## src/mpwbs_pkg.sv

```systemverilog
// Shared constants, codes and types of the wildcard byte pattern scanner.
package mpwbs_pkg;

	localparam int MAX_PATTERNS    = 4;
	localparam int MAX_PATTERN_LEN = 16;
	localparam int WINDOW_DEPTH    = 64;

	localparam int SEL_W  = $clog2(MAX_PATTERNS);
	localparam int POS_W  = $clog2(MAX_PATTERN_LEN);
	localparam int LEN_W  = 5;
	localparam int OFF_W  = 6;
	localparam int IDX_W  = $clog2(WINDOW_DEPTH);
	localparam int SPAN_W = 7;
	localparam int CNT_W  = 3;
	localparam int ADDR_W = 32;

	// Wildcard pattern byte values ('*' and '?')
	localparam logic [7:0] WILD_STAR  = 8'h2A;
	localparam logic [7:0] WILD_QUERY = 8'h3F;

	// Command codes carried in s_tuser
	typedef enum logic [1:0] {
		CMD_PAT_BYTE = 2'd0,
		CMD_PAT_HDR  = 2'd1,
		CMD_MEM_BYTE = 2'd2,
		CMD_END      = 2'd3
	} cmd_t;

	// Configuration register indexes
	typedef enum logic [2:0] {
		REG_PAT_COUNT  = 3'd0,
		REG_SPAN       = 3'd1,
		REG_SCAN_BEGIN = 3'd2,
		REG_SCAN_END   = 3'd3,
		REG_RES_OFFSET = 3'd4
	} reg_idx_t;

	typedef logic [MAX_PATTERN_LEN-1:0][7:0] pat_row_t;

	// One pattern as seen by the window cells
	typedef struct packed {
		logic              active;
		logic [LEN_W-1:0]  len;
		logic [OFF_W-1:0]  off;
		pat_row_t          bytes;
	} pat_entry_t;

	typedef pat_entry_t [MAX_PATTERNS-1:0] pat_set_t;

	// Pattern table write request
	typedef struct packed {
		logic              byte_we;
		logic              hdr_we;
		logic [SEL_W-1:0]  sel;
		logic [POS_W-1:0]  pos;
		logic [7:0]        data;
		logic [LEN_W-1:0]  len;
		logic [OFF_W-1:0]  off;
	} pat_wr_t;

	// Per-cell compare status
	typedef struct packed {
		logic ok;
		logic start_ok;
	} cell_stat_t;

endpackage

```

## src/mpwbs_cell.sv

```systemverilog
// One window cell: holds a byte and its valid flag and checks it against the patterns.
module mpwbs_cell (
	input  logic                          clk,
	input  logic                          arst_n,
	input  logic                          shift,
	input  logic                          clear,
	input  logic [mpwbs_pkg::IDX_W-1:0]   cell_idx,
	input  logic [mpwbs_pkg::SPAN_W-1:0]  span_eff,
	input  mpwbs_pkg::pat_set_t           pats,
	input  logic [7:0]                    prev_byte,
	input  logic                          prev_valid,
	output logic [7:0]                    cur_byte,
	output logic                          cur_valid,
	output mpwbs_pkg::cell_stat_t         stat
);
	import mpwbs_pkg::*;

	logic [7:0]        byte_q;
	logic              valid_q;
	logic              in_span;
	logic [SPAN_W-1:0] dist_w;
	logic [OFF_W-1:0]  dist_ofs;
	logic [OFF_W-1:0]  rel;
	logic [7:0]        expect_byte;
	logic              covers;
	logic              hit;
	logic [MAX_PATTERNS-1:0] fail;

	// Byte payload shifts without reset
	always_ff @(posedge clk) begin
		if (shift) begin
			byte_q <= prev_byte;
		end
	end

	always_ff @(posedge clk or negedge arst_n) begin
		if (!arst_n) begin
			valid_q <= 1'b0;
		end else if (clear) begin
			valid_q <= 1'b0;
		end else if (shift) begin
			valid_q <= prev_valid;
		end
	end

	assign cur_byte  = byte_q;
	assign cur_valid = valid_q;

	// Distance from candidate start of the byte this cell holds after the shift
	assign in_span  = {1'b0, cell_idx} < span_eff;
	assign dist_w   = span_eff - SPAN_W'(1) - {1'b0, cell_idx};
	assign dist_ofs = dist_w[OFF_W-1:0];

	// Compare the incoming byte against each pattern that covers this distance
	always_comb begin
		fail        = '0;
		rel         = '0;
		expect_byte = '0;
		covers      = 1'b0;
		hit         = 1'b0;
		for (int p = 0; p < MAX_PATTERNS; p++) begin
			rel         = dist_ofs - pats[p].off;
			covers      = pats[p].active && in_span && (dist_ofs >= pats[p].off) &&
				(rel < OFF_W'(pats[p].len));
			expect_byte = pats[p].bytes[rel[POS_W-1:0]];
			hit         = (expect_byte == WILD_STAR) || (expect_byte == WILD_QUERY) ||
				(expect_byte == prev_byte);
			fail[p]     = covers && !(prev_valid && hit);
		end
	end

	assign stat.ok       = ~|fail;
	assign stat.start_ok = in_span && (dist_ofs == '0) && prev_valid;

endmodule

```

## config.mk

```make
export PLATFORM = sky130hd
export DESIGN_NAME = mpwbs_cell
export DESIGN_NICKNAME = d
export VERILOG_FILES = /design/src/mpwbs_pkg.sv /design/src/mpwbs_cell.sv
export SDC_FILE = /design/constraint.sdc
export NUM_CORES = 1
export LEC_CHECK = 0
export BUFFER_PORTS_ARGS = -buffer_cell sky130_fd_sc_hd__buf_4
export CAP_MARGIN = 40
export CORE_AREA = 5 5 230 232
export DETAILED_ROUTE_END_ITERATION = 10
export DIE_AREA = 0 0 235 237
export SLEW_MARGIN = 20
export SYNTH_ARGS = -nofsm -noshare
export SYNTH_HDL_FRONTEND = slang
export SYNTH_SLANG_ARGS = --single-unit
export TNS_END_PERCENT = 50
```

## constraint.sdc

```tcl
create_clock -name clk -period 8.3 [get_ports clk]
set_input_delay 1.66 -clock clk [delete_from_list [all_inputs] [get_ports clk]]
set_output_delay 1.66 -clock clk [all_outputs]
set_load 0.01 [all_outputs]
```

==> results.md <==
* Fin nets at 1,870
* Total I/O pin count at 597
* Cell with the most instances after synthesis: mux4_2
* R2R Setup Slk at 7.63 ns
* Final setup violation count at 0
* Hold-fix buffers, CTS at 0
* Buffers added on ports at 596
* Kind of critical path: input pin to primary output
* TritonCTS Sinks at 9
* Count of flip-flops with a built-in enable after synthesis at 8
* Rel. slew slack at 52.24%
* GRT Util Overall at 13.78%
* Die height at 237 um
* Pwr per Cell Area at 154.8 mW/mm2
* Post-synth cell types at 64
* Status: finished clean
* GP Congestion at 0.9207
* Register area share after synthesis at 3.858%
* Ratio of cells with drive above 1 in the final layout at 63.98%
* Routed len/inst at 21.48 um
* FFs w/ async S/R, synth at 11.11%
* Clk Latency, worst-skew pair at 0.23 ns
* Die W at 235 um
* Congestion Overflow GR at 0
* Cell area after synthesis at 0.006875 mm2
* Worst hold path class: flop to flop
* Initial DRC count at 325
* Final HPWL DP at 36,370 um
* Fillers at 5,465
* Dominant cells by area after synthesis: mux4_2 43%, ha_1 9.3%, mux2i_1 8.2%, edfxtp_1 3.5%, inv_1 3.3%
* Pin count of the biggest net entering global routing at 37
* Actual slew at the worst max-slew pin at 0.7113 ns
* Postcts setup bufs at 0
* Cell row count at 83
* Synth top area share at 42.91%
* Worst clock skew at 0 ns
* DR pass1 iterations at 5
* Core area at 0.05078 mm2
* Mean post-synth cell area at 10.83 um2
* P&R area growth vs syn at 80.44%
* FF/Latch Area at 265.3 um2
* Final Cycle Share at 95.37%
* Final core occ at 24.43%
* Antenna-violating nets left at 0
* Root buf cell: clkbuf_16
* Multi-input gate area at 0.006226 mm2
* TritonCTS clock tree: built
* Worst setup EP type: primary output
* CP Launch Type: input pin
* Total Power at 1.921 mW
* Final WL at 41,030 um
* Die area at 0.05570 mm2
* Crit path time final at 7.915 ns
* Number of vias per cell at 4.241
* Critical Path AT at 6.26 ns
* DRC viols at 0
* Slew Limit Fails at 0
* Max clock buf depth at 2
* First-pass GRT wire length at 59,040 um
* Final Hold Vio Count at 0
* Synth Warn # at 0
* Post-synthesis register bit count at 9
* H-Tree Depth at 1
* Number of global-route vias before repair at 9,020
* Clk slew on worst S/H paths at 0.04 ns
* Most used DFF post-synth: edfxtp_1
* Worst Path Max Fanout at 36
* FMAX at 0.1263 GHz
* Area leader, netlist: mux4_2
* Initial antenna violation count at 4
* LEAKAGE at 5.709 nW
* Total CTS buffers at 3
* TNS Setup at 0 ns
* Number of max-cap violations at 0
* Synth cell count leaders: 131 x mux4_2, 60 x inv_1, 56 x mux2i_1
* RSZ-0062 raised after global routing: false
* Syn Nets at 1,277
* Via count at 8,101
* Req. time, crit path at 6.64 ns
* Max IR drop VDD at 0.00006626 V
* Post-CTS Resized at 0
* Initial Utilization at 13.54%
* Cell count after synthesis at 635
report_power, final:
part / switching (mW) / total, mW / leakage [nW] / internal (mW)
Clock: 0.0191 / 0.0831 / 0.0382 / 0.0640
Sequential: 0.000911 / 0.0543 / 0.0916 / 0.0534
Combinational: 0.839 / 1.78 / 5.58 / 0.944
Total: 0.859 / 1.92 / 5.71 / 1.06
worst paths after layout:
check / from / end / depth (start not counted)
worst max-delay path: cell_idx[0] / stat[1] / 18
worst min-delay path: cur_valid / cur_valid / 2
worst max register to register: cur_valid / cur_valid / 2
worst min register to register: cur_valid / cur_valid / 2
max in group asynchronous: arst_n / cur_valid / 1
min in group asynchronous: arst_n / cur_valid / 1
kinds of logic after synthesis:
family,synth area share [%]
compound gates,10.37
xor+xnor,6.279
fa+ha+maj,10.74
buf+inv,6.588
flops,3.858
mux,51.72
simple gates,10.45
layer usage:
metal	global-route usage (%)	vias to the layer above	share of wire, %
met5	0	-	0.066
met2	23.90	345	49
li1	-	3755	-
met3	2.597	24	5.9
met1	18.55	3973	44
met4	1.398	4	0.83
critical path, stage by stage:
cell	delay, ns
buf_4	0.08
inv_1	0.05
ha_1	0.22
fa_1	0.40
xor2_1	0.32
buf_4	0.23
ha_1	0.34
xnor2_4	0.18
inv_4	0.36
mux4_2	0.39
mux4_2	0.53
xnor2_1	0.16
nand4_1	0.13
nor4_1	0.47
a211oi_1	0.09
buf_4	0.17
nor4_2	0.25
buf_4	0.19
final cells by class:
| class | instances | share of cell area (%) |
|---|---|---|
| clock buffers | 4 | 0.6354 |
| inverters | 62 | 1.896 |
| flip-flops and latches | 9 | 2.138 |
| well taps | 680 | 6.858 |
| repair buffers | 629 | 38.23 |
| diodes | 3 | 0.06051 |
| multi-input cells | 523 | 50.19 |
layout by cell type (no fill, tap or decap), drive strengths merged, types with 3 or more instances in the layout:
cell type | synthesis | routed
edfxtp | 8 | 8
nor3 | 11 | 11
a311oi | 3 | 3
nor2 | 16 | 16
buf | 30 | 629
ha | 51 | 51
a22oi | 3 | 3
nor4b | 5 | 5
xnor2 | 23 | 23
fa | 5 | 5
a2111oi | 3 | 3
and3 | 5 | 5
o21a | 11 | 11
nand3 | 7 | 7
or3 | 6 | 6
nand4 | 5 | 5
inv | 62 | 62
mux4 | 131 | 131
a211oi | 8 | 8
nand2 | 23 | 23
nand4b | 4 | 4
diode | 0 | 3
nor2b | 12 | 12
a21boi | 6 | 6
mux2i | 56 | 56
nor4 | 11 | 11
mux2 | 4 | 4
xor2 | 22 | 22
a21o | 9 | 9
o21ai | 24 | 24
a21oi | 23 | 23
clkbuf | 11 | 4
nand2b | 8 | 8
registers in the layout, summed over array words and instances (netlist names):
| signal | count |
|---|---|
| cur_valid | 1 |
| cur_byte | 8 |
through the flow:
step	instance area, um2	hold slack [ns]	setup slack, ns	cells
finish	12410	0.5608	0.3846	1910
global route	12400	0.5804	0.08137	1907
CTS	12400	0.5735	0.3033	1907
detailed placement	12320	0.5188	0.2996	1903
global placement	12300	0.5119	-0.1240	1901
floorplan	6875	0.5550	0.8463	635
Note: power is estimated with default switching activity, not from simulation.
