<file path="src/mpwbs_pkg.sv">
// Shared constants, codes and types of the wildcard byte pattern scanner.
package mpwbs_pkg;

	localparam int MAX_PATTERNS    = 4;
	localparam int MAX_PATTERN_LEN = 16;
	localparam int WINDOW_DEPTH    = 64;

	localparam int SEL_W  = $clog2(MAX_PATTERNS);
	localparam int POS_W  = $clog2(MAX_PATTERN_LEN);
	localparam int LEN_W  = 5;
	localparam int OFF_W  = 6;
	localparam int IDX_W  = $clog2(WINDOW_DEPTH);
	localparam int SPAN_W = 7;
	localparam int CNT_W  = 3;
	localparam int ADDR_W = 32;

	// Wildcard pattern byte values ('*' and '?')
	localparam logic [7:0] WILD_STAR  = 8'h2A;
	localparam logic [7:0] WILD_QUERY = 8'h3F;

	// Command codes carried in s_tuser
	typedef enum logic [1:0] {
		CMD_PAT_BYTE = 2'd0,
		CMD_PAT_HDR  = 2'd1,
		CMD_MEM_BYTE = 2'd2,
		CMD_END      = 2'd3
	} cmd_t;

	// Configuration register indexes
	typedef enum logic [2:0] {
		REG_PAT_COUNT  = 3'd0,
		REG_SPAN       = 3'd1,
		REG_SCAN_BEGIN = 3'd2,
		REG_SCAN_END   = 3'd3,
		REG_RES_OFFSET = 3'd4
	} reg_idx_t;

	typedef logic [MAX_PATTERN_LEN-1:0][7:0] pat_row_t;

	// One pattern as seen by the window cells
	typedef struct packed {
		logic              active;
		logic [LEN_W-1:0]  len;
		logic [OFF_W-1:0]  off;
		pat_row_t          bytes;
	} pat_entry_t;

	typedef pat_entry_t [MAX_PATTERNS-1:0] pat_set_t;

	// Pattern table write request
	typedef struct packed {
		logic              byte_we;
		logic              hdr_we;
		logic [SEL_W-1:0]  sel;
		logic [POS_W-1:0]  pos;
		logic [7:0]        data;
		logic [LEN_W-1:0]  len;
		logic [OFF_W-1:0]  off;
	} pat_wr_t;

	// Per-cell compare status
	typedef struct packed {
		logic ok;
		logic start_ok;
	} cell_stat_t;

endpackage

</file>
<file path="src/mpwbs_pattern_table.sv">
// Pattern table: bytes, lengths and offsets, plus the per-pattern span check.
module mpwbs_pattern_table (
	input  logic                              clk,
	input  mpwbs_pkg::pat_wr_t                wr,
	input  logic [mpwbs_pkg::CNT_W-1:0]       pat_count,
	input  logic [mpwbs_pkg::SPAN_W-1:0]      span_eff,
	output mpwbs_pkg::pat_set_t               pats,
	output logic                              over_span
);
	import mpwbs_pkg::*;

	pat_row_t              bytes_q [MAX_PATTERNS];
	logic [LEN_W-1:0]      len_q   [MAX_PATTERNS];
	logic [OFF_W-1:0]      off_q   [MAX_PATTERNS];
	logic [MAX_PATTERNS-1:0] past_span;

	// Table writes; lengths saturate at the row size
	always_ff @(posedge clk) begin
		if (wr.byte_we) begin
			bytes_q[wr.sel][wr.pos] <= wr.data;
		end
		if (wr.hdr_we) begin
			if (wr.len > LEN_W'(MAX_PATTERN_LEN)) begin
				len_q[wr.sel] <= LEN_W'(MAX_PATTERN_LEN);
			end else begin
				len_q[wr.sel] <= wr.len;
			end
			off_q[wr.sel] <= wr.off;
		end
	end

	// Active patterns and those that reach beyond the span
	always_comb begin
		for (int p = 0; p < MAX_PATTERNS; p++) begin
			pats[p].active = (CNT_W'(p) < pat_count) && (len_q[p] != '0);
			pats[p].len    = len_q[p];
			pats[p].off    = off_q[p];
			pats[p].bytes  = bytes_q[p];
			past_span[p]   = pats[p].active &&
				(({1'b0, off_q[p]} + SPAN_W'(len_q[p])) > span_eff);
		end
	end

	assign over_span = |past_span;

endmodule

</file>
<file path="config.mk">
export PLATFORM = sky130hd
export DESIGN_NAME = mpwbs_pattern_table
export DESIGN_NICKNAME = d
export VERILOG_FILES = /design/src/mpwbs_pkg.sv /design/src/mpwbs_pattern_table.sv
export SDC_FILE = /design/constraint.sdc
export NUM_CORES = 1
export LEC_CHECK = 0
export BUFFER_PORTS_ARGS = -buffer_cell sky130_fd_sc_hd__buf_2
export CAP_MARGIN = 20
export CORE_AREA = 3 3 233 235
export CTS_BUF_LIST = sky130_fd_sc_hd__clkbuf_16
export CTS_CLUSTER_SIZE = 12
export DETAILED_ROUTE_END_ITERATION = 16
export DIE_AREA = 0 0 236 238
export GPL_ROUTABILITY_DRIVEN = 0
export PLACE_DENSITY = 0.56
export SLEW_MARGIN = 25
export SYNTH_ARGS = -nofsm -noshare
export SYNTH_HDL_FRONTEND = slang
export SYNTH_SLANG_ARGS = --single-unit
export TNS_END_PERCENT = 30
</file>
<file path="constraint.sdc">
create_clock -name clk -period 8 [get_ports clk]
set_clock_uncertainty 0.1 [all_clocks]
set_input_delay 1.6 -clock clk [delete_from_list [all_inputs] [get_ports clk]]
set_output_delay 1.6 -clock clk [all_outputs]
set_load 0.005 [all_outputs]
</file>
==> results of run 1 <==
[logic make-up after synthesis]
| kind of cell | synth area share (%) |
|---|---|
| fa+ha+maj | 3.65 |
| simple gates | 3.75 |
| xor+xnor | 0.563 |
| flops | 89.5 |
| compound gates | 2.04 |
| buf+inv | 0.543 |
[Yosys cell counts (6+ instances only)]
cell type,count
nor2b_1,6
inv_1,16
ha_1,48
clkbuf_1,6
a21o_1,8
o21ai_0,6
a21oi_1,18
nand3_1,6
xnor2_1,8
edfxtp_1,556
nand2_1,17
nor2_1,89
[report_power, final]
part / leakage, nW / internal, mW / switching [mW]
clock: 0.841 / 1.29 / 1.04
sequential: 4.99 / 3.24 / 0.0169
combinational: 3.27 / 0.0809 / 0.173
total: 9.10 / 4.61 / 1.23
[worst max path at each step]
| stage | startpoint | slack, ns | endpoint |
|---|---|---|---|
| after floorplan | span_eff[6] | 3.58 | over_span |
| after global placement | span_eff[6] | 3.00 | over_span |
| after detailed placement | span_eff[5] | 2.87 | over_span |
| after CTS | len_q[2][0]$_DFFE_PP_ | 2.35 | over_span |
| after global routing | len_q[2][0]$_DFFE_PP_ | 2.14 | over_span |
| final | len_q[2][0]$_DFFE_PP_ | 2.38 | over_span |
[registers in the layout (all words and copies together), names as in the netlist]
register	cells
off_q	24
bytes_q	512
len_q	20
[cell type report]
type	instances	area (µm²)	area share, %
inverter	20	75.1	0.310
antenna	2	5.00	0.0207
tap	688	861	3.56
sequential	556	16700	69.0
timing repair buffer	611	3090	12.8
multi-input combinational	272	1870	7.73
clock inverter	31	214	0.884
clock buffer	56	1400	5.79
[metal layers]
metal / vias up / GRT usage, %
met5: - / 0
met2: 570 / 33.3
li1: 4656 / -
met3: 93 / 9.00
met4: 0 / 7.19
met1: 5526 / 24.8
[through the flow]
step           power [mW]  instances  util (%)  setup WS [ns]  cell area, µm²
2_1_floorplan        3.41        855         -           3.58           18700
3_3_place_gp         3.57       2147      43.1           3.00           22600
3_5_place_dp         3.57       2147      43.1           2.87           22600
4_1_cts              5.91       2234      46.2           2.35           24200
5_1_grt              6.04       2236      46.2           2.14           24200
6_report             5.84       2236      46.2           2.38           24200
==> qor.yml, run 1 <==
yosys.area.top_type_share_pct: 89.5
vias: 10845
drv_slew: 0
syn-num-nets: 945
highest_layer: "met4"
max-vdd-ir-drop_uv: 189
clk_pin_slew_ns: 0.06
hp-start: "wr[5]"
setup_viol: 0
whs_ns: 1.21
cp_num_cells: 12
drive_gt1_share_pct: 44.1
path_cells: "ha_1, fa_1, a21o_1, a21oi_1, nor2b_1, o21a_1, ha_1, and4_1, a21boi_1, o311ai_0, o2111ai_1, buf_2"
synthTopCellsByArea: "edfxtp_1 (89%), ha_1 (3.2%), nor2_1 (1.8%), a21oi_1 (0.48%), fa_1 (0.43%)"
synth-seq-cells: 556
wire_per_inst_um: 26.8
critPathCaptureType: "primary output"
hold_viol: 0
whs_path_depth: 1
setup_tns_ns: 0
fmaxAchievable_ghz: 0.178
cts_tree: "done"
numCtsBuffers: 56
core_area_um2: 52400
synth_warnings: 0
synth_edf_count: 556
relSlewSlack_pct: 35.4
syn_area_per_cell_um2: 21.8
cts_setup_buffers: 0
ant_nets: 0
critPathMaxFanout: 3
hp-class: "input port to register"
overflow: 0
power_leakage_nw: 9.10
crit_arrival_ns: 3.92
met1_length_um: 22700
grt_pass1_wl_um: 82800
cts_root_buf: "clkbuf_16"
fp.dieW_um: 236
critPathTopFamily: "compound AO/OA/AOI/OAI gates"
ys_async_sr_fraction_pct: 0
synth_ff_type: "edfxtp_1"
critPathKind: "register to primary output"
ctsResizeCount: 0
tightest_slew_ns: 0.965
cp_data_required_time_ns: 6.30
grt_start_max_net_pins: 65
initial_utilization_pct: 35.6
whs_endpoint: "off_q[0][5]$_DFFE_PP_"
grt_pass1_vias: 11086
critPathMaxStageDelay_ns: 0.46
clock_sinks: 556
synthDistinctLibCells: 40
mostFrequentLayoutCells: "buf_2 (598), edfxtp_1 (556), nor2_1 (87)"
clockBufferDepth: 3
path_buf_inv: 1
ys_seq_area_share_pct: 89.5
first_pass_iters: 4
synth_top_area_cell: "edfxtp_1"
cellPowerDensity_nw_per_um2: 241
startpoint_type: "register"
ios: 599
layout_worst_path_cycle_share_pct: 70.2
synth_area_um2: 18700
layout_commonest_cell: "buf_2"
port_buffers: 598
synthCells: 855
rsz0062_at_grt: "no"
fillers: 4575
layout.nets: 1607
cts_max_level: 2
status: "complete, no violations"
wl_met2_um: 28700
dieArea_um2: 56200
die_h_um: 238
vias_per_cell: 4.85
drv_cap: 0
core.rowCount: 84
grt_use_total_pct: 20.6
hpwl_um: 40700
dr_wl_met3_um: 6570
cp_slowest_cell: "o311ai_0"
fin_crit_ns: 5.62
cts-hold-fix-buffers: 0
drc: 0
antenna_found_initial: 2
crit_top_cell: "ha_1"
routed_wl_um: 59900
first_iter_violations: 643
syn_to_final_growth_pct: 29.7
Power figures use the tool's default switching activity.
==> run 2, diff against run 1 <==
--- a/config.mk
+++ b/config.mk
@@ -5,15 +5,16 @@
 export SDC_FILE = /design/constraint.sdc
 export NUM_CORES = 1
 export LEC_CHECK = 0
+export ABC_AREA = 1
 export BUFFER_PORTS_ARGS = -buffer_cell sky130_fd_sc_hd__buf_2
 export CAP_MARGIN = 20
-export CORE_AREA = 3 3 233 235
+export CORE_AREA = 3 3 232 234
 export CTS_BUF_LIST = sky130_fd_sc_hd__clkbuf_16
 export CTS_CLUSTER_SIZE = 12
 export DETAILED_ROUTE_END_ITERATION = 16
-export DIE_AREA = 0 0 236 238
+export DIE_AREA = 0 0 235 237
 export GPL_ROUTABILITY_DRIVEN = 0
-export PLACE_DENSITY = 0.56
+export PLACE_DENSITY = 0.59
 export SLEW_MARGIN = 25
 export SYNTH_ARGS = -nofsm -noshare
 export SYNTH_HDL_FRONTEND = slang
==> constraint.sdc (replaced) <==
create_clock -name clk -period 5.1 [get_ports clk]
set_clock_uncertainty 0.1 [all_clocks]
set_input_delay 1.02 -clock clk [delete_from_list [all_inputs] [get_ports clk]]
set_output_delay 1.02 -clock clk [all_outputs]
set_load 0.005 [all_outputs]
==> run 2 against run 1 <==
Effect of this change:
- sequential power grew 57%
- sequential cell count unchanged
- final area rose by 1.0%
- area after synthesis grew 0.99%
- sequential share of layout area fell by 0.71 points
- synthesized cell count increased by 9.7%
- core utilization grew 0.67 points
- critical path depth grew 3
- highest routed layer unchanged
==> qor.yml, run 2 <==
status: "complete, no violations"  # unchanged
grt_start_max_net_pins: 43  # was 65
crit_arrival_ns: 3.13  # was 3.92 ns
dp_cells: 2232  # was 2147
ant_nets: 0  # unchanged
synthCells: 938  # was 855
synth_ff_type: "edfxtp_1"  # unchanged
syn_to_final_growth_pct: 29.8  # was 29.7%
cellPowerDensity_nw_per_um2: 381  # was 241 nW/µm²
synth_edf_count: 556  # unchanged
relSlewSlack_pct: 35.8  # was 35.4%
synth_xor_area_share_pct: 0.743  # was 0.563%
drv_cap: 0  # unchanged
grt_pass1_vias: 11514  # was 11086
hpwl_um: 43600  # was 40700 µm
core.rowCount: 84  # unchanged
synth_top_area_cell: "edfxtp_1"  # unchanged
power_leakage_nw: 9.47  # was 9.10 nW
ys_async_sr_fraction_pct: 0  # unchanged
busiest_layer: "met2"  # unchanged
layout_worst_path_cycle_share_pct: 83.3
hp-start: "wr[0]"  # was wr[5]
fp.dieW_um: 235  # was 236 µm
seqCellArea_um2: 16700  # unchanged
use_met3_pct: 8.81  # was 9.00%
regMostFlops: "bytes_q"  # unchanged
first_pass_iters: 5  # was 4
synth_warnings: 0  # unchanged
grt_use_met2_pct: 36.3  # was 33.3%
drive_gt1_share_pct: 42.1  # was 44.1%
yosys.area.top_type_share_pct: 88.6  # was 89.5%
cts-hold-fix-buffers: 0  # unchanged
critPathMaxFanout: 3  # unchanged
critPathKind: "register to primary output"  # unchanged
wire_per_inst_um: 26.6  # was 26.8 µm
setup_tns_ns: 0  # unchanged
ios: 599  # unchanged
drv_slew: 0  # unchanged
core_area_um2: 52200  # was 52400 µm²
synth-simple-area-share_pct: 4.90  # was 3.75%
antenna_cells: 0  # was 2
critPathCaptureType: "primary output"  # unchanged
ys_seq_area_share_pct: 88.6  # was 89.5%
synth_top_family_by_area: "simple AND/OR/NAND/NOR gates"  # unchanged
ctsResizeCount: 0  # unchanged
cts_root_buf: "clkbuf_16"  # unchanged
cts_setup_buffers: 0  # unchanged
numCtsBuffers: 58  # was 56
tightest_slew_ns: 0.962  # was 0.965 ns
synth_common_cells: "edfxtp_1 (556), nor2_1 (97), nand2_1 (81), inv_1 (64), ha_1 (48)"  # was edfxtp_1 (556), nor2_1 (89), ha_1 (48), a21oi_1 (18), nand2_1 (17)
whs_endpoint: "off_q[0][0]$_DFFE_PP_"  # was off_q[0][5]$_DFFE_PP_
clk_pin_slew_ns: 0.06  # about the same
synth-seq-cells: 556  # unchanged
port_buffers: 598  # unchanged
dieArea_um2: 55700  # was 56200 µm²
grt_use_total_pct: 21.5  # was 20.6%
synthDistinctLibCells: 22  # was 40
syn_area_per_cell_um2: 20.1  # was 21.8 µm²
fillers: 4465  # was 4575
rsz0062_at_grt: "no"  # unchanged
initial_utilization_pct: 36.1  # was 35.6%
first_iter_violations: 646  # was 643
clock_sinks: 556  # unchanged
routed_wl_um: 61900  # was 59900 µm
largest_reg_flops: 512  # unchanged
synthMuxAreaShare_pct: 0  # unchanged
grt_util_met1_pct: 24.8  # about the same
mostFrequentLayoutCells: "buf_2 (598), edfxtp_1 (556), nor2_1 (97)"  # was buf_2 (598), edfxtp_1 (556), nor2_1 (87)
cp_data_required_time_ns: 3.98  # was 6.30 ns
drc: 0  # unchanged
cts_max_level: 2  # unchanged
synth_compound_area_share_pct: 0.737  # was 2.04%
antenna_found_initial: 0  # was 2
setup_viol: 0  # unchanged
fin_crit_ns: 4.25
fmaxAchievable_ghz: 0.235
layout_commonest_cell: "buf_2"  # unchanged
vias: 11259  # was 10845
multi_input_comb_area_um2: 1880  # was 1870 µm²
max-vdd-ir-drop_uv: 304  # was 189 µV
die_h_um: 237  # was 238 µm
hold_viol: 0  # unchanged
reg_top3: "bytes_q: 512 flops, off_q: 24 flops, len_q: 20 flops"  # unchanged
grt_pass1_wl_um: 85700  # was 82800 µm
layout.cells.non_filler: 2325  # was 2236
worstSetupStartpoint: "len_q[0][0]$_DFFE_PP_"  # was len_q[2][0]$_DFFE_PP_
layout.nets: 1694  # was 1607
post-synth-top-count-cell: "edfxtp_1"  # unchanged
cts_tree: "done"  # unchanged
startpoint_type: "register"  # unchanged
synth_fa_ha_area_share_pct: 3.61  # was 3.65%
hp-class: "input port to register"  # unchanged
syn-num-nets: 1028  # was 945
vias_per_cell: 4.84  # was 4.85
overflow: 0  # unchanged
synth_area_um2: 18800  # was 18700 µm²
whs_path_depth: 1  # unchanged
synthTopCellsByArea: "edfxtp_1 (89%), ha_1 (3.2%), nor2_1 (1.9%), nand2_1 (1.6%), inv_1 (1.3%)"  # was edfxtp_1 (89%), ha_1 (3.2%), nor2_1 (1.8%), a21oi_1 (0.48%), fa_1 (0.43%)
clockBufferDepth: 3  # unchanged
[run 2: metrics by stage]
| step | hold slack (ns) | setup WS (ns) | power (mW) | utilization, % | area (µm²) |
|---|---|---|---|---|---|
| 2_1_floorplan | 1.02 | 1.86 | 5.38 | - | 18800 |
| 3_3_place_gp | 1.25 | 1.49 | 5.64 | 43.6 | 22800 |
| 3_5_place_dp | 1.24 | 1.47 | 5.64 | 43.6 | 22800 |
| 4_1_cts | 0.592 | 0.801 | 9.40 | 46.8 | 24500 |
| 5_1_grt | 0.593 | 0.566 | 9.61 | 46.8 | 24500 |
| 6_report | 0.647 | 0.853 | 9.32 | 46.8 | 24500 |
[run 2: worst max-delay path, stage by stage, from the launching register on]
cell and delay [ns]:
edfxtp_1 0.41, ha_1 0.23, fa_1 0.41, nand3_1 0.11, nand3_1 0.11, xor2_1 0.16, inv_1 0.07, ha_1 0.29
nand2_1 0.07, nor3_1 0.18, nor2_1 0.08, nand2_1 0.07, nand2_1 0.05, inv_1 0.04, nand2_1 0.10, buf_2 0.15
[run 2: kinds of logic (layout without fill, tap and decap cells)]
family / after synthesis / count (layout)
AOI/OAI and AO/OA: 25 / 25
DFF: 556 / 556
and+or+nand+nor: 219 / 219
buffers and inverters: 70 / 769
xor gates and xnor gates: 16 / 16
adders and majority gates: 52 / 52
[run 2: where the power goes]
group | switching, mW | internal [mW]
Sequential | 0.0226 | 5.08
Clock | 1.70 | 2.08
Combinational | 0.306 | 0.130
[run 2: area by class of cell]
cell class / instances / area share, %
clock inverters: 34 / 0.880
flip-flops and latches: 556 / 68.2
clock buffers: 59 / 6.03
well taps: 688 / 3.52
inverters: 65 / 0.997
multi-input cells: 312 / 7.70
repair buffers: 611 / 12.6
[run 2: worst max-delay path by stage]
stage	end	slack, ns
floorplan	over_span	1.86
global placement	over_span	1.49
CTS	over_span	0.80
detailed placement	over_span	1.47
global route	over_span	0.57
finish	over_span	0.85
[run 2: routing by layer]
layer | part of all wire, % | up-vias
met3 | 11 | 114
met5 | 0 | -
met1 | 36 | 5704
met4 | 3.6 | 0
li1 | - | 4808
met2 | 50 | 633
